===== src/sv/uart_tx_frame_serializer_defines.svh =====
// ---------------------------------------------------------------------------
// uart tx frame serializer assertion macros
// shared concurrent check wrappers, compiled out with ASSERT_OFF
// ---------------------------------------------------------------------------
`ifndef UART_TX_FRAME_SERIALIZER_DEFINES_SVH
`define UART_TX_FRAME_SERIALIZER_DEFINES_SVH

`ifndef ASSERT_OFF

// property must hold on every clock edge outside reset
`define UTX_ASSERT(lbl, clk_i, rstn_i, prop) \
    lbl: assert property (@(posedge clk_i) disable iff (!rstn_i) prop) \
        else $error("uart tx check failed");

// condition must never be true outside reset
`define UTX_ASSERT_NEVER(lbl, clk_i, rstn_i, cond) \
    lbl: assert property (@(posedge clk_i) disable iff (!rstn_i) !(cond)) \
        else $error("uart tx forbidden condition seen");

`else

`define UTX_ASSERT(lbl, clk_i, rstn_i, prop)
`define UTX_ASSERT_NEVER(lbl, clk_i, rstn_i, cond)

`endif

`endif


===== src/sv/uarttx_pkg.sv =====
// ---------------------------------------------------------------------------
// uart tx package
// register indexes, codes and reset values of the uart frame serializer
// ---------------------------------------------------------------------------
package uarttx_pkg;

    // default width of the bit period counter
    localparam int BIT_TIME_WIDTH_DEF = 16;

    // smallest width that holds the bit time reset value
    localparam int BIT_TIME_RESET_WIDTH = 7;

    // configuration register indexes
    localparam logic [2:0] REG_DATA_BITS   = 3'd0;
    localparam logic [2:0] REG_PARITY_MODE = 3'd1;
    localparam logic [2:0] REG_STOP_BITS   = 3'd2;
    localparam logic [2:0] REG_INVERT_TX   = 3'd3;
    localparam logic [2:0] REG_BIT_TIME    = 3'd4;

    // parity codes
    localparam logic [2:0] PAR_NONE  = 3'd0;
    localparam logic [2:0] PAR_EVEN  = 3'd1;
    localparam logic [2:0] PAR_ODD   = 3'd2;
    localparam logic [2:0] PAR_MARK  = 3'd3;
    localparam logic [2:0] PAR_SPACE = 3'd4;

    // item kinds
    localparam logic MODE_LOAD = 1'b0;
    localparam logic MODE_TICK = 1'b1;

    // framing
    localparam logic [3:0] FULL_DATA_BITS = 4'd8;
    localparam logic [3:0] MIN_DATA_BITS  = 4'd5;
    localparam logic [3:0] MAX_SHORT_BITS = 4'd7;
    localparam logic [1:0] ONE_STOP_BIT   = 2'd1;
    localparam logic [1:0] TWO_STOP_BITS  = 2'd2;

    // register reset values
    localparam logic [3:0] DATA_BITS_RESET   = 4'd8;
    localparam logic [2:0] PARITY_RESET      = PAR_NONE;
    localparam logic [1:0] STOP_BITS_RESET   = 2'd1;
    localparam logic       INVERT_RESET      = 1'b0;
    localparam int         BIT_TIME_RESET    = 104;

    // result word layout
    typedef struct packed {
        logic [3:0] pad;
        logic       busy_res;
        logic       frame_done;
        logic       accepted;
        logic       line_level;
    } result_t;

endpackage


===== src/sv/uart_tx_frame_serializer.sv =====
// ---------------------------------------------------------------------------
// uart tx frame serializer
// builds start/data/parity/stop frames and shifts one bit per bit period
// ---------------------------------------------------------------------------
//
//  channel   dir  fields
//  s_*       in   tuser: mode | tdata: data[7:0]
//  m_*       out  tdata: line_level, accepted, frame_done, busy_res, pad
//  cfg_*     in   cfg_index selects register, cfg_data carries its value
//
//  one request per clock while the output register can take it; each accepted
//  request yields one result in the next cycle, held in the output register until taken
//  a request is taken while the output register is empty or being drained
//  the frame shifter, bit counter and tick counter update at acceptance
//  reset clears the frame state; the line idles high (low when inverted)
//
`include "uart_tx_frame_serializer_defines.svh"

module uart_tx_frame_serializer
    import uarttx_pkg::*;
#(
    parameter int BIT_TIME_WIDTH = BIT_TIME_WIDTH_DEF
)
(
    input  logic                      clk,
    input  logic                      rst_n,
    // input stream
    input  logic                      s_tvalid,
    output logic                      s_tready,
    input  logic [7:0]                s_tdata,   // [7:0] data
    input  logic                      s_tuser,   // [0] mode
    // result stream
    output logic                      m_tvalid,
    input  logic                      m_tready,
    output logic [7:0]                m_tdata,   // [0] line_level, [1] accepted,
                                                 // [2] frame_done, [3] busy_res
    // configuration
    input  logic                      cfg_wr_en,
    input  logic [2:0]                cfg_index,
    input  logic [BIT_TIME_WIDTH-1:0] cfg_data
);

    // bit time storage is at least wide enough for its reset value
    localparam int BTW = (BIT_TIME_WIDTH > BIT_TIME_RESET_WIDTH) ?
                         BIT_TIME_WIDTH : BIT_TIME_RESET_WIDTH;

    // configuration registers
    logic [3:0]                data_bits_reg;
    logic [2:0]                parity_mode_reg;
    logic [1:0]                stop_bits_reg;
    logic                      invert_tx_reg;
    logic [BTW-1:0]            bit_time_reg;

    // frame state
    logic [11:0]               frame_shift_reg, frame_shift_next;
    logic [3:0]                bits_rem_reg, bits_rem_next;
    logic [BIT_TIME_WIDTH-1:0] tick_count_reg, tick_count_next;
    logic                      line_out_reg, line_out_next;

    // output register
    logic                      m_valid_reg;
    result_t                   result_reg, result_next;

    logic                      in_fire;
    logic                      busy;

    // frame build signals
    logic [3:0]                eff_db;
    logic [7:0]                data_mask;
    logic [7:0]                data_m;
    logic                      par_en;
    logic                      par_bit;
    logic [1:0]                stop_cnt;
    logic [3:0]                par_pos;
    logic [3:0]                stop_pos;
    logic [11:0]               stop_mask;
    logic [11:0]               frame_raw;
    logic [3:0]                frame_len;

    // tick signals
    logic [BIT_TIME_WIDTH-1:0] tick_inc;
    logic [BTW-1:0]            tick_inc_ext;
    logic [BTW-1:0]            bt_eff;
    logic                      bit_hit;

    // result flags seen by the checks
    logic                      out_done;
    logic                      out_accepted;

    assign busy     = (bits_rem_reg != 4'd0);
    assign s_tready = !m_valid_reg || m_tready;
    assign in_fire  = s_tvalid && s_tready;
    assign m_tvalid = m_valid_reg;
    assign m_tdata  = result_reg;

    // effective framing from the configuration
    always_comb
    begin
        if (data_bits_reg >= MIN_DATA_BITS && data_bits_reg <= MAX_SHORT_BITS)
        begin
            eff_db = data_bits_reg;
        end
        else
        begin
            eff_db = FULL_DATA_BITS;
        end
        data_mask = 8'hFF >> (FULL_DATA_BITS - eff_db);
        data_m    = s_tdata & data_mask;
        par_en    = (parity_mode_reg == PAR_EVEN) || (parity_mode_reg == PAR_ODD) ||
                    (parity_mode_reg == PAR_MARK) || (parity_mode_reg == PAR_SPACE);
        case (parity_mode_reg)
            PAR_EVEN:  par_bit = ^data_m;
            PAR_ODD:   par_bit = ~(^data_m);
            PAR_MARK:  par_bit = 1'b1;
            default:   par_bit = 1'b0;
        endcase
        stop_cnt  = (stop_bits_reg == TWO_STOP_BITS) ? TWO_STOP_BITS : ONE_STOP_BIT;
        stop_mask = (stop_cnt == TWO_STOP_BITS) ? 12'd3 : 12'd1;
        par_pos   = 4'd1 + eff_db;
        stop_pos  = par_pos + {3'b000, par_en};
        frame_len = stop_pos + {2'b00, stop_cnt};
        frame_raw = {3'b000, data_m, 1'b0}
                  | ({11'd0, par_bit & par_en} << par_pos)
                  | (stop_mask << stop_pos);
    end

    // bit period counter compare
    always_comb
    begin
        tick_inc     = tick_count_reg + 1'b1;
        tick_inc_ext = BTW'(tick_inc);
        bt_eff       = (bit_time_reg == '0) ? BTW'(1) : bit_time_reg;
        bit_hit      = (tick_inc_ext >= bt_eff) || (tick_inc == '0);
    end

    // next frame state and result for the incoming request
    always_comb
    begin
        frame_shift_next = frame_shift_reg;
        bits_rem_next    = bits_rem_reg;
        tick_count_next  = tick_count_reg;
        line_out_next    = line_out_reg;
        result_next      = '0;
        if (s_tuser == MODE_LOAD)
        begin
            if (!busy)
            begin
                frame_shift_next   = invert_tx_reg ? ~frame_raw : frame_raw;
                bits_rem_next      = frame_len;
                tick_count_next    = '0;
                result_next.accepted = 1'b1;
            end
        end
        else if (busy)
        begin
            tick_count_next = tick_inc;
            if (bit_hit)
            begin
                tick_count_next  = '0;
                line_out_next    = frame_shift_reg[0];
                frame_shift_next = frame_shift_reg >> 1;
                bits_rem_next    = bits_rem_reg - 4'd1;
                if (bits_rem_reg == 4'd1)
                begin
                    result_next.frame_done = 1'b1;
                end
            end
        end
        result_next.line_level = line_out_next;
        result_next.busy_res   = (bits_rem_next != 4'd0);
    end

    // frame state and line level
    always_ff @(posedge clk or negedge rst_n)
    begin
        if (!rst_n)
        begin
            frame_shift_reg <= '0;
            bits_rem_reg    <= '0;
            tick_count_reg  <= '0;
            line_out_reg    <= 1'b1;
        end
        else if (in_fire)
        begin
            frame_shift_reg <= frame_shift_next;
            bits_rem_reg    <= bits_rem_next;
            tick_count_reg  <= tick_count_next;
            line_out_reg    <= line_out_next;
        end
        else if (cfg_wr_en && cfg_index == REG_INVERT_TX && !busy)
        begin
            line_out_reg <= !cfg_data[0];
        end
    end

    // configuration registers
    always_ff @(posedge clk or negedge rst_n)
    begin
        if (!rst_n)
        begin
            data_bits_reg   <= DATA_BITS_RESET;
            parity_mode_reg <= PARITY_RESET;
            stop_bits_reg   <= STOP_BITS_RESET;
            invert_tx_reg   <= INVERT_RESET;
            bit_time_reg    <= BTW'(BIT_TIME_RESET);
        end
        else if (cfg_wr_en)
        begin
            case (cfg_index)
                REG_DATA_BITS:   data_bits_reg   <= cfg_data[3:0];
                REG_PARITY_MODE: parity_mode_reg <= cfg_data[2:0];
                REG_STOP_BITS:   stop_bits_reg   <= cfg_data[1:0];
                REG_INVERT_TX:   invert_tx_reg   <= cfg_data[0];
                REG_BIT_TIME:    bit_time_reg    <= BTW'(cfg_data);
                default:         ;
            endcase
        end
    end

    // output register valid
    always_ff @(posedge clk or negedge rst_n)
    begin
        if (!rst_n)
        begin
            m_valid_reg <= 1'b0;
        end
        else if (in_fire)
        begin
            m_valid_reg <= 1'b1;
        end
        else if (m_tready)
        begin
            m_valid_reg <= 1'b0;
        end
    end

    // output register payload
    always_ff @(posedge clk)
    begin
        if (in_fire)
        begin
            result_reg <= result_next;
        end
    end

    // flags of the result waiting in the output register
    assign out_done     = m_valid_reg && result_reg.frame_done;
    assign out_accepted = m_valid_reg && result_reg.accepted;

    // checks
    `UTX_ASSERT(a_done_ends_busy, clk, rst_n, out_done |-> !result_reg.busy_res)
    `UTX_ASSERT(a_accept_starts_busy, clk, rst_n, out_accepted |-> result_reg.busy_res)
    `UTX_ASSERT(a_idle_tick_clear, clk, rst_n, (bits_rem_reg == 4'd0) |-> (tick_count_reg == '0))
    `UTX_ASSERT_NEVER(a_frame_len_max, clk, rst_n, bits_rem_reg > 4'd12)

endmodule


===== config.mk =====
export PLATFORM = sky130hd
export DESIGN_NAME = uart_tx_frame_serializer
export DESIGN_NICKNAME = d
export VERILOG_FILES = /design/src/sv/uarttx_pkg.sv /design/src/sv/uart_tx_frame_serializer.sv
export VERILOG_INCLUDE_DIRS = /design/src /design/src/sv
export SDC_FILE = /design/constraint.sdc
export NUM_CORES = 1
export LEC_CHECK = 0
export BUFFER_PORTS_ARGS = -buffer_cell sky130_fd_sc_hd__clkbuf_2
export CORE_MARGIN = 1.5
export CORE_UTILIZATION = 35
export DETAILED_ROUTE_END_ITERATION = 6
export PLACE_DENSITY = 0.56
export SLEW_MARGIN = 30
export SYNTH_ARGS = -nofsm -noshare
export SYNTH_HDL_FRONTEND = slang
export SYNTH_SLANG_ARGS = --single-unit

===== constraint.sdc =====
create_clock -name clk -period 4.1 [get_ports clk]
set_input_delay 0.41 -clock clk [delete_from_list [all_inputs] [get_ports clk]]
set_output_delay 0.41 -clock clk [all_outputs]
set_load 0.01 [all_outputs]

Yosys cells after proc, flatten, opt, wreduce, memory -nomap -nowiden. Cells that the tools add are included.

Register bits after elaboration: 64. Input port bits: 33. Output and inout port bits: 10. Logic and storage cells: 101.

Add/subtract/negate cells: 6. Magnitude comparators: 3. Equal/unequal tests: 14. Shift-type cells: 3. Multiplexer cells: 27. Bitwise logic cells: 6. Reduce and logical (&&, ||, !) cells: 28.

Operators with widths (number): $mux W16 (5); $mux W12 (5); $logic_not A16 Y1 (2); $mux W4 (5); $add A16 B1 Y16 const B (1); $ge A16 B16 Y1 (1); $eq A3 B2 Y1 const B (4); $not A12 Y12 (1); $or A12 B12 Y12 (1); $or A9 B12 Y12 (1); $shl A1 B4 Y12 (1); $shl A2 B4 Y12 (1); $reduce_and A2 Y1 (5); $mux W1 (9); $and A8 B8 Y8 (1); $reduce_bool A4 Y1 (2); $reduce_xor A8 Y1 (1); $shr A8 B4 Y8 const A (1); $eq A3 B1 Y1 const B (2); $eq A3 B3 Y1 const B (2); $reduce_and A3 Y1 (2); $logic_or A1 B1 Y1 (5); $add A1 B4 Y4 const A (1); $add A4 B1 Y4 (1); other kinds (18) (27).

Longest topological paths before layout. Gate-level depths: netlist of run 1.

Depth in word-level cells: 17. Gate-level depth with buffers: 16. Gate-level depth less buffers: 14.

Worst setup path after synthesis of run 1. No wires, ideal clock.

Path type: register to register. From: reg tick_count_reg[0]. To: reg result_reg, in the netlist m_tdata[3], data pin. Setup time: 0.271 ns. Arrival time: 3.310 ns. Required time: 3.829 ns. Path slack: 0.519 ns. Stages on the path, launching flop included: 16. Path buffers: 2. Clock period less this slack: 3.581 ns. Cells stage by stage: dfrtp_1 nand3_4 or3_1 buf_6 or3_2 nand2_1 ha_1 o21ai_0 o21a_1 o21ai_0 a221oi_1 o21ai_2 buf_6 and4_1 a211oi_1 nand4_1.

RTL lines: start: declaration (RTL line uart_tx_frame_serializer.sv:57) `logic [BIT_TIME_WIDTH-1:0] tick_count_reg, tick_count_next;`; start signal: assignment (RTL line uart_tx_frame_serializer.sv:187) `tick_count_reg <= tick_count_next;`; end signal: assignment (RTL line uart_tx_frame_serializer.sv:242) `result_reg <= result_next;`; end: declaration (RTL line uart_tx_frame_serializer.sv:62) `result_t result_reg, result_next;`.

==> summary by stage, run 1 <==
Run status
The run finished with clean final reports.

Pwr
The maximum VDD drop is 196 uV. Of the total power, the share spent switching nets is 0.361. For this design the static power due to leakage is 0.00227 uW.

The internal portion of the total power is 1660 uW. The net switching power of the design is 938 uW. Of the total power, combinational logic draws 0.347. Of the total power, registers draw 0.351.

The clock power share is 0.301. The power density over the cells is 512 nW/um^2.

Die
The effective utilization at floorplan is 0.357. During I/O placement, the number of pins put on the boundary was 43. The area of the core is 12500 um^2. The die boundary height is 116 um. The die covers 13500 um^2. After floorplanning, the core was divided into 41 placement rows. The die is 116 um wide.

Synthesis
In this run, synthesis inferred 4 flip-flops with an integrated enable. For this run, the register share of the synthesized area comes to 0.364. The netlist area before placement is 4470 um^2. The number of storage elements in the synthesis netlist is 64.

In the synthesized netlist the async set-or-reset flop fraction comes to 0.938. The instance count of the mapped netlist is 490. The count of synthesis-stage warnings from yosys is 0. A synthesized cell averages 9.12 um^2. Counting distinct cell types in the post-synthesis netlist gives 72. The main flop type after synthesis is dfrtp_1.

GRT
The number of global-route vias before repair is 3417. Across every metal layer, demand over resource in global routing totals 0.167. The initial antenna violation count is 0.

The pin count of the biggest net entering global routing is 39. The wire length of the first global-routing pass is 17300 um. For this run the aggregate overflow at the end of global routing stands at 0.

Layout
The register area is 1630 um^2. The fill cell instance count of the final layout is 1303. The relative area change from synthesis to final layout is 13.6%.

The number of diodes is 0. In the final layout, the share of cells above drive strength 1 is 0.200. In the final design database the tool counted 584 nets. The area of the multi-input gates is 2600 um^2.

Placement
The quantity of I/O buffers inserted on ports is 38. After legalization and detailed placement, the total HPWL measured 7830 um. The weighted congestion at the end of routability-driven global placement is 0.880.

Worst setup path
The arrival time reported for the critical path endpoint is 3.80 ns. In this design, the stage delay of the slowest critical-path cell is 0.45 ns. The critical path contains buffers and inverters numbering 0 combined.

Among cell families on the critical path, the largest total delay comes from compound AO/OA/AOI/OAI gates. The slowest stage of the critical path is the dfrtp_1 cell. The category of the most critical setup path is register to register.

The critical path goes through nand2_1 -> nor3_4 -> and3_1 -> xor2_1 -> ha_1 -> a211oi_1 -> o21a_1 -> o21ai_0 -> a221oi_2 -> o21ai_2 -> and4_1 -> a211oi_1 -> nand4_1. The worst setup path is launched from a register. Of all nets on the critical path, the largest fanout is 7.

STA classifies the critical path endpoint as a register. The required time at the endpoint of the critical path is 4.17 ns. The cell occurring most often along the worst timing path is a211oi_1.

Clock network
Clock-pin slew was measured on the worst setup and hold paths at 0.06 ns. For this design, the sink count on the clock tree is 64. Counting the buffers created by CTS gives 9. The clock insertion delay at the later pin of the skew report is 0.34 ns. TritonCTS built the clock tree. In this run the number of H-tree levels came out at 3. CTS placed an instance of clkbuf_16 at the clock tree root. The largest buffer count on any clock path is 2.

Route
The routed wirelength normalized by instance count is 14.9 um. For this block, the via count after detailed routing is 3608. In the routed layout, each cell is associated on average with a via count of 5.17.

After the first detailed-routing iteration, the DRC count stood at 273. The post-route antenna net violation count is 0. The number of DRC violations after detailed routing is 0. The first detailed-routing pass took 4 iterations. The total length of routed wires is 10400 um.

STA
The clock arrives with 0.0103 ns of skew. The setup TNS is 0 ns. The number of pins exceeding their max-slew limit in the final report is 0. The number of endpoints with negative hold slack in the final report is 0.

On the final layout, the worst hold slack is 0.0667 ns. The portion of the clock cycle consumed by the worst path in the final layout is 0.912. The transition at the pin with the smallest max-transition slack is 0.612 ns. Measured against its own limit, the worst slew margin works out to 0.592. Setup violations remaining at the end of the flow were counted as 0. The post-layout minimum cycle time is 3.74 ns.

Setup repair after global routing left no endpoint under its margin. The highest clock frequency the design can meet is 268 MHz.

Flow run
The total of max-cap violations is 0.

Hold path
The type of the most critical hold path is input pin to async pin.
## routing by layer
layer | up-vias | track usage | wire length, um
li1 | 1802 | - | -
met1 | 1708 | 0.225 | 4900
met2 | 83 | 0.267 | 4930
met3 | 15 | 0.0387 | 432
met4 | 0 | 0.0480 | 155
met5 | - | 0 | 0
## final cells by class
| class | instances | share of cell area |
|---|---|---|
| clock buffers | 11 | 0.0478 |
| clock inverters | 5 | 0.0111 |
| inverters | 29 | 0.0214 |
| multi-input cells | 374 | 0.512 |
| flip-flops and latches | 64 | 0.321 |
| well taps | 172 | 0.0424 |
| repair buffers | 43 | 0.0448 |
## power by group through the flow
stage / sequential (uW) / clock, uW / combinational (uW)
finish: 913 / 783 / 902
CTS: 913 / 795 / 905
floorplan: 891 / 0 / 698
global placement: 920 / 0 / 889
global route: 938 / 822 / 1030
detailed placement: 924 / 0 / 898
## synthesized netlist by cell type (3+ instances only)
cell type | count | area (um^2)
nor2_1 | 34 | 128
o31ai_1 | 8 | 60.1
nor2b_1 | 5 | 31.3
or3_1 | 3 | 18.8
buf_6 | 4 | 45.0
nand3_1 | 11 | 55.1
a31oi_1 | 8 | 50.1
dfstp_2 | 6 | 158
ha_1 | 29 | 363
a21o_1 | 4 | 30.0
xor2_1 | 11 | 96.3
and4_1 | 3 | 26.3
nand2_1 | 66 | 248
nand4_1 | 6 | 37.5
o21ai_1 | 4 | 20.0
a31o_2 | 3 | 26.3
nor3b_1 | 4 | 30.0
a211oi_1 | 5 | 37.5
nand3b_1 | 3 | 22.5
nand2b_1 | 4 | 25.0
nor4_1 | 5 | 31.3
nor3_1 | 18 | 90.1
o21ai_0 | 37 | 185
mux2i_1 | 7 | 70.1
xnor2_1 | 18 | 158
clkbuf_1 | 9 | 33.8
dfrtp_1 | 54 | 1350
buf_4 | 4 | 30.0
edfxtp_1 | 4 | 120
mux2_2 | 18 | 203
inv_1 | 28 | 105
a21oi_1 | 7 | 35.0
buf_2 | 6 | 30.0
a22o_1 | 10 | 87.6
## timing repair
action,CTS,global route
gates resized for setup,0,1
setup endpoints to repair,0,8
hold buffers,0,0
buffers inserted,0,0
## per-stage QoR
stage	cells	power (uW)	worst slack, ns	utilization	area (um^2)
after global routing	698	2790	0.0735	0.406	5080
after global placement	682	1810	0.327	0.381	4770
final	698	2600	0.362	0.406	5080
after detailed placement	682	1820	0.267	0.381	4770
after CTS	698	2610	0.253	0.405	5070
after floorplan	493	1590	0.519	-	4480
## final timing paths
path / start / end / slack [ns] / cells after the start
worst max-delay path: tick_count_reg[5] / m_tdata[3] / 0.36 / 13
worst min-delay path: rst_n / frame_shift_reg[6] / 0.07 / 1
worst max register to register: tick_count_reg[5] / m_tdata[3] / 0.36 / 13
worst min register to register: frame_shift_reg[5] / frame_shift_reg[5] / 0.49 / 2
max in group asynchronous: rst_n / stop_bits_reg[0] / 3.09 / 2
min in group clk: cfg_data[5] / bit_time_reg[5] / 0.28 / 3
## cells in the final DEF (no fill, tap or decap), types with 4 or more instances in the layout
master / Yosys / routed
edfxtp_1: 4 / 4
mux2_2: 18 / 18
nor2_1: 34 / 34
a211oi_1: 5 / 5
nor2b_1: 5 / 5
ha_1: 29 / 29
xor2_1: 11 / 11
o21ai_0: 37 / 37
clkbuf_16: 0 / 9
nor3_1: 18 / 17
nor4_1: 5 / 5
xnor2_1: 18 / 18
dfstp_2: 6 / 6
nand2b_1: 4 / 4
mux2i_1: 7 / 7
clkbuf_2: 1 / 38
o31ai_1: 8 / 8
nor3b_1: 4 / 4
nand4_1: 6 / 6
inv_1: 28 / 28
a21oi_1: 7 / 7
dfrtp_1: 54 / 54
buf_4: 4 / 5
a31oi_1: 8 / 8
nand2_1: 66 / 66
a22o_1: 10 / 10
nand3_1: 11 / 11
a21o_1: 4 / 4
conb_1: 1 / 4
o21ai_1: 4 / 4
## cells by family after synthesis
| family | synth area share |
|---|---|
| xor+xnor | 0.0568 |
| other cells | 0.000839 |
| buf+inv | 0.0596 |
| simple gates | 0.195 |
| fa+ha+maj | 0.0856 |
| flops | 0.364 |
| compound gates | 0.173 |
| mux | 0.0644 |
No activity file was read; power rests on OpenSTA's default activity.
==> run 2: changes to the inputs <==
==> constraint.sdc (replaced) <==
create_clock -name clk -period 3.8 [get_ports clk]
set_input_delay 0.38 -clock clk [delete_from_list [all_inputs] [get_ports clk]]
set_output_delay 0.38 -clock clk [all_outputs]
set_load 0.01 [all_outputs]
==> run 2 against run 1 <==
  * Power rose by 10%
  * Die area stayed put
  * Clock skew barely moved
  * Critical path depth up 3
  * Highest routed layer unchanged
==> summary by stage, run 2 (synthesized netlist as in run 1, its figures left out) <==
Run status
The run finished with clean final reports.

Route
The number of DRC violations after detailed routing is 0. The number of vias after detailed routing is 3618. The routed wirelength normalized by instance count is 14.9 um. The iteration-0 DRC count of the detailed router is 231. The post-route antenna net violation count is 0. Using the TritonRoute via totals, the vias-per-cell ratio works out to 5.13. The total length of routed wires is 10500 um. The first-pass iteration count of the detailed router is 4.

Pwr
Of the total power, the share spent switching nets is 0.343. Of the total power, registers draw 0.344. IR analysis of the VDD net gives a maximum drop of 263 uV. For this design the static power due to leakage is 0.00231 uW. The combinational fraction of design power is 0.345.

The clock power share is 0.311. The cell-internal power is 1880 uW. In this run the power spent charging and discharging nets is 983 uW.

For this design the ratio of total power to cell area is 554 nW/um^2.

Die
For this configuration, the core starts out at a cell density of 0.357. The floorplan step defined a die boundary enclosing 13500 um^2. The count of standard-cell rows is 41. The area of the core is 12500 um^2.

The horizontal extent of the die is 116 um. From bottom edge to top edge, the die measures 116 um. The count of boundary I/O pins is 43.

Layout
The most frequent standard cell in the layout excluding fill and tap cells is nand2_1. The share of post-route cells with drive strength above 1 is 0.220. The net count of the finished layout is 591. The fill cell instance count of the final layout is 1293. The number of diodes is 0.

In the layout the commonest cells are nand2_1 (65), dfrtp_1 (51), clkbuf_2 (38). The relative area change from synthesis to final layout is 15.7%. Once layout is complete, the cells apart from fillers number 705.

GRT
The initial antenna violation count was 0. The first global-routing pass estimated 17200 um of wire. The global-route usage over all layers is 0.166. The number of global-route vias before repair is 3418. The total grt overflow is 0.

The pin count of the biggest net entering global routing is 39.

Clock network
The clock buffer count from CTS is 9. The clock reaches the later pin of the worst-skew pair after 0.33 ns. The master cell of the clock root buffer is clkbuf_16. After clock tree synthesis, the clock-pin slew on the worst setup and hold paths is 0.05 ns.

TritonCTS built the clock tree. The longest clock path from root to sink contains 2 buffers. The clock net sink count is 64. The H-tree generated during clock tree synthesis spans 3 levels. In this run, post-CTS hold repair placed 0 buffers.

STA
Timing would allow up to 278 MHz. The setup TNS is 0 ns. The number of pins exceeding their max-slew limit in the final report is 0. The portion of the clock cycle consumed by the worst path in the final layout is 0.947.

Setup repair after global routing left no endpoint under its margin. In the post-route analysis, the smallest setup slack over all paths is 0.202 ns. The number of setup violations in the final report is 0. The worst path needs 3.60 ns of the cycle, external delays included. The transition at the pin with the smallest max-transition slack is 0.634 ns.

The worst slew slack as a fraction of its limit is 0.577. The final worst clock skew is 0.0104 ns. The number of endpoints with negative hold slack in the final report is 0.

Worst setup path
The origin of the critical flop-to-flop path is tick_count_reg[3]. In this run the worst path has a maximum fanout of 8. Data arrives at the worst endpoint at 3.66 ns. The launching element type of the critical path is a register. The startpoint of the most critical setup path is tick_count_reg[3]. The category of the worst setup path capture point is a register. The required time at the endpoint of the critical path is 3.86 ns. The category of the most critical setup path is register to register.

Placement
The instance count after placement with tap cells included is 687. At the end of routability-driven placement, the weighted congestion stood at 0.888. In this run the tool buffered the top-level ports with 38 buffer cells. The pre-CTS setup slack is 0.0995 ns. The half-perimeter wire length of the detailed placement result is 7910 um.

Hold path
The path class of the tightest hold or removal check is input pin to async pin.

Flow run
The total of max-cap violations is 0.
## run 2: cell count changes in the layout (fill, tap and decap cells not counted), sizes merged
cell	previous run	this run
buf	5	12
clkbuf	49	53
clkinv	4	1
clkinvlp	1	0
## run 2: repair_timing
action | 4_1_cts | 5_1_grt
gates resized for setup | 0 | 7
setup buffers | 0 | 2
endpoints found under the setup margin | 0 | 29
## run 2: layout make-up
cell class	instances	area (um^2)	area share
Clock buffer	15	299	0.0578
Tap cell	172	215	0.0416
Clock inverter	1	30.0	0.00581
Sequential cell	64	1630	0.316
Timing Repair Buffer	50	280	0.0542
Multi-Input combinational cell	374	2610	0.504
Inverter	29	109	0.0210
## run 2: through the flow
stage          power [uW]  cell area [um^2]  utilization  hold WS (ns)
5_1_grt              3070              5170        0.413        0.0950
3_5_place_dp         1970              4810        0.384         0.433
2_1_floorplan        1710              4480            -        0.0844
4_1_cts              2890              5140        0.411        0.0770
3_3_place_gp         1960              4810        0.384         0.426
6_report             2860              5170        0.413        0.0571
## run 2: path summary, 6_finish.rpt
path / endpoint / slack [ns] / cells after the start
max in group asynchronous: tick_count_reg[1] / 2.75 / 2
min in group clk: bit_time_reg[5] / 0.25 / 3
hold / removal: frame_shift_reg[6] / 0.06 / 1
hold reg to reg: frame_shift_reg[6] / 0.48 / 2
setup / recovery: m_tdata[3] / 0.20 / 16
setup reg to reg: m_tdata[3] / 0.20 / 16
## run 2: per-layer routing
metal,vias to the layer above,track usage,share of wire
met4,0,0.0610,0.015
met5,-,0,0
met3,14,0.0350,0.032
li1,1813,-,-
met1,1732,0.213,0.46
met2,59,0.275,0.49
## run 2: power by group through the flow
stage	logic (uW)	clock network, uW	registers [uW]
final	988	891	985
after global routing	1110	945	1010
after CTS	989	917	983
after detailed placement	981	0	993
after global placement	972	0	989
after floorplan	753	0	962
## run 2: critical path: stages (launching register included)
cell and delay, ns:
dfrtp_1 0.46, nand2_1 0.18, or3_1 0.36, buf_4 0.18, o21ai_2 0.15, nand2_1 0.12, ha_1 0.33, o21ai_0 0.08
o21a_1 0.17, o21ai_0 0.16, a221oi_1 0.11, buf_4 0.15, o21ai_2 0.14, buf_4 0.23, nand2_1 0.07, a221oi_2 0.32
nand4_1 0.12
==> run 3: changes to the inputs <==
--- a/config.mk
+++ b/config.mk
@@ -7,11 +7,13 @@
 export NUM_CORES = 1
 export LEC_CHECK = 0
 export BUFFER_PORTS_ARGS = -buffer_cell sky130_fd_sc_hd__clkbuf_2
+export CORE_ASPECT_RATIO = 1.5
 export CORE_MARGIN = 1.5
 export CORE_UTILIZATION = 35
 export DETAILED_ROUTE_END_ITERATION = 6
+export MAX_ROUTING_LAYER = met4
 export PLACE_DENSITY = 0.56
-export SLEW_MARGIN = 30
+export SLEW_MARGIN = 20
 export SYNTH_ARGS = -nofsm -noshare
 export SYNTH_HDL_FRONTEND = slang
 export SYNTH_SLANG_ARGS = --single-unit
==> run 3 against run 2 <==
  * Wire length grew 2.3%
  * Non-clock buffer count grew 1
  * Highest routed layer unchanged
  * The run now ends with hold timing left
  * Critical path type unchanged
  * Critical endpoint is now tick_count_reg[1]
  * Utilization is essentially flat
  * Hold slack lost 0.058 ns
==> summary by stage, run 3 (synthesized netlist as in run 1, its figures left out) <==
Clock network
The quantity of hold-fixing buffers added after cts is 0. The clock buffer count from CTS is 9. Clock latency on the worst-skew pair, taken at its later pin, is 0.34 ns. The clock-pin slew on the worst setup and hold paths is 0.06 ns. The master cell of the clock root buffer is clkbuf_16. In this run the deepest clock path goes through 2 buffers.

Counting every sink on the clock net gives 64. TritonCTS built the clock tree. The H-tree was split into 3 levels.

Placement
Port buffering added 38 buffers. In this run, placement finished with an instance count of 669. At the placement stage, the worst setup path has a slack of 0.0582 ns. Summed over all nets, the half-perimeter wirelength after detailed placement is 8400 um.

The congestion estimate from routability-driven global placement came to 0.892.

GRT
The pin count of the biggest net entering global routing is 43. The global-route usage over all layers is 0.178. For this run the aggregate overflow at the end of global routing stands at 0.

The first global-routing pass estimated 17800 um of wire. The number of global-route vias before repair is 3651. The initial antenna violation count came to 0.

Route
Summing over every cut layer, the via total after detailed routing is 3622. The first detailed-routing pass ran for 4 iterations. The number of vias per cell is 5.25. The detail route stage leaves a number of antenna-violating nets equal to 0.

After detailed routing, the average wire length per cell comes to 15.6 um. The iteration-0 DRC count of the detailed router is 106. For this block, the routed nets add up to 10700 um of wire. For this run, design rule violations remaining after detail routing come to 0.

Layout
The final layout contains 592 nets. The top cell types in the final layout, fill and taps aside, are nand2_1 (64), dfrtp_1 (50), clkbuf_2 (38). In the final layout, the share of cells above drive strength 1 is 0.227. 0 antenna diodes ended up in the layout.

The relative area change from synthesis to final layout is 15.0%. After the flow finishes, the layout carries non-filler instances totaling 690. Leaving out fill and tap cells, the most frequent cell in the layout is nand2_1. The fill cell instance count of the final layout is 1235.

Worst setup path
The arrival time reported for the critical path endpoint is 3.84 ns. The category of the worst setup path capture point is a register. The required time at the endpoint of the critical path is 4.07 ns.

The category of the most critical setup path is register to register. The largest fanout of any net on the critical path is 10. Measured in cells, the most critical reg-to-reg path has a length of 15. The launching element type of the critical path is a register.

STA
The final worst clock skew is 0.0123 ns. For the pin with the worst max-slew slack, the measured transition is 0.591 ns. The portion of the clock cycle consumed by the worst path in the final layout is 0.940. Headroom to the max-slew limit came out at 0.605. Setup violations remaining at the end of the flow were counted as 0.

The number of pins exceeding their max-slew limit in the final report is 0. Setup slack closes at 0.228 ns. The post-layout minimum cycle time is 3.57 ns. On the final layout, the worst hold slack is -0.000746 ns. The number of endpoints with negative hold slack in the final report is 2. The highest clock frequency the design can meet is 280 MHz. Setup repair after global routing left no endpoint under its margin. The setup TNS is 0 ns.

Die
For this design the top-level I/O count stands at 43. The die boundary height is 141 um. The die covers 13500 um^2.

The effective utilization at floorplan is 0.359. The count of standard-cell rows is 50. The die is 95.3 um wide. The region available for standard cell placement spans 12400 um^2.

Pwr
In this run the power density over the cells is 543 nW/um^2. Across the VDD grid, the largest voltage drop is 211 uV. For this design the static power due to leakage is 0.00230 uW.

Hold path
The tightest min-delay check is of the input pin to async pin type.

Run status
The checks that failed: hold timing. The flow ran to the end, but the final reports show violations.

Flow run
Max-cap violations in this run came to 0.
## run 3: worst max-delay path, cell delays in order (launching register included)
cell,delay (ns)
dfrtp_2,0.44
nand3_4,0.15
or3_1,0.41
or3_2,0.41
nand2_1,0.12
ha_1,0.25
o21ai_0,0.08
o21a_1,0.13
o21ai_0,0.10
a221oi_2,0.37
o21ai_2,0.15
buf_4,0.20
nor3_1,0.18
buf_4,0.21
buf_4,0.16
a22o_1,0.12
## run 3: what timing repair did
item | CTS | global route
setup endpoints to repair | 0 | 28
gates resized for setup | 0 | 11
buffers inserted | 0 | 5
## run 3: path summary, 6_finish.rpt
check	from	endpoint	slack, ns
max	tick_count_reg[0]	tick_count_reg[1]	0.23
min	rst_n	invert_tx_reg	-0.0007
max reg2reg	tick_count_reg[0]	tick_count_reg[1]	0.23
min reg2reg	frame_shift_reg[6]	frame_shift_reg[6]	0.48
max in group asynchronous	rst_n	tick_count_reg[1]	2.85
min in group clk	cfg_data[6]	bit_time_reg[6]	0.24
## run 3: per-layer routing
metal	vias up	wire, um	track usage
li1	1813	-	-
met1	1731	4290	0.187
met2	58	5850	0.316
met3	20	280	0.0300
met4	0	318	0.0856
met5	-	0	-
## run 3: area by class of cell
cell class              count  area [um^2]  share of cell area
multi-input cells         374         2620               0.510
flip-flops and latches     64         1630               0.318
inverters                  29          109              0.0212
clock buffers              13          250              0.0487
repair buffers             51          288              0.0560
clock inverters             3         42.5             0.00827
well taps                 156          195              0.0380
## run 3: power breakdown
part	total (uW)	internal, uW	switching (uW)
logic	973	416	558
registers	990	863	127
clock network	828	525	303
## run 3: through the flow
stage                     area [um^2]  power, uW   util  hold slack [ns]
after CTS                        5070       2820  0.407           0.0234
after global placement           4770       1960  0.384            0.385
final                            5140       2790  0.413        -0.000746
after floorplan                  4480       1710      -           0.0844
after detailed placement         4770       1980  0.384            0.388
after global routing             5140       3000  0.413           0.0450
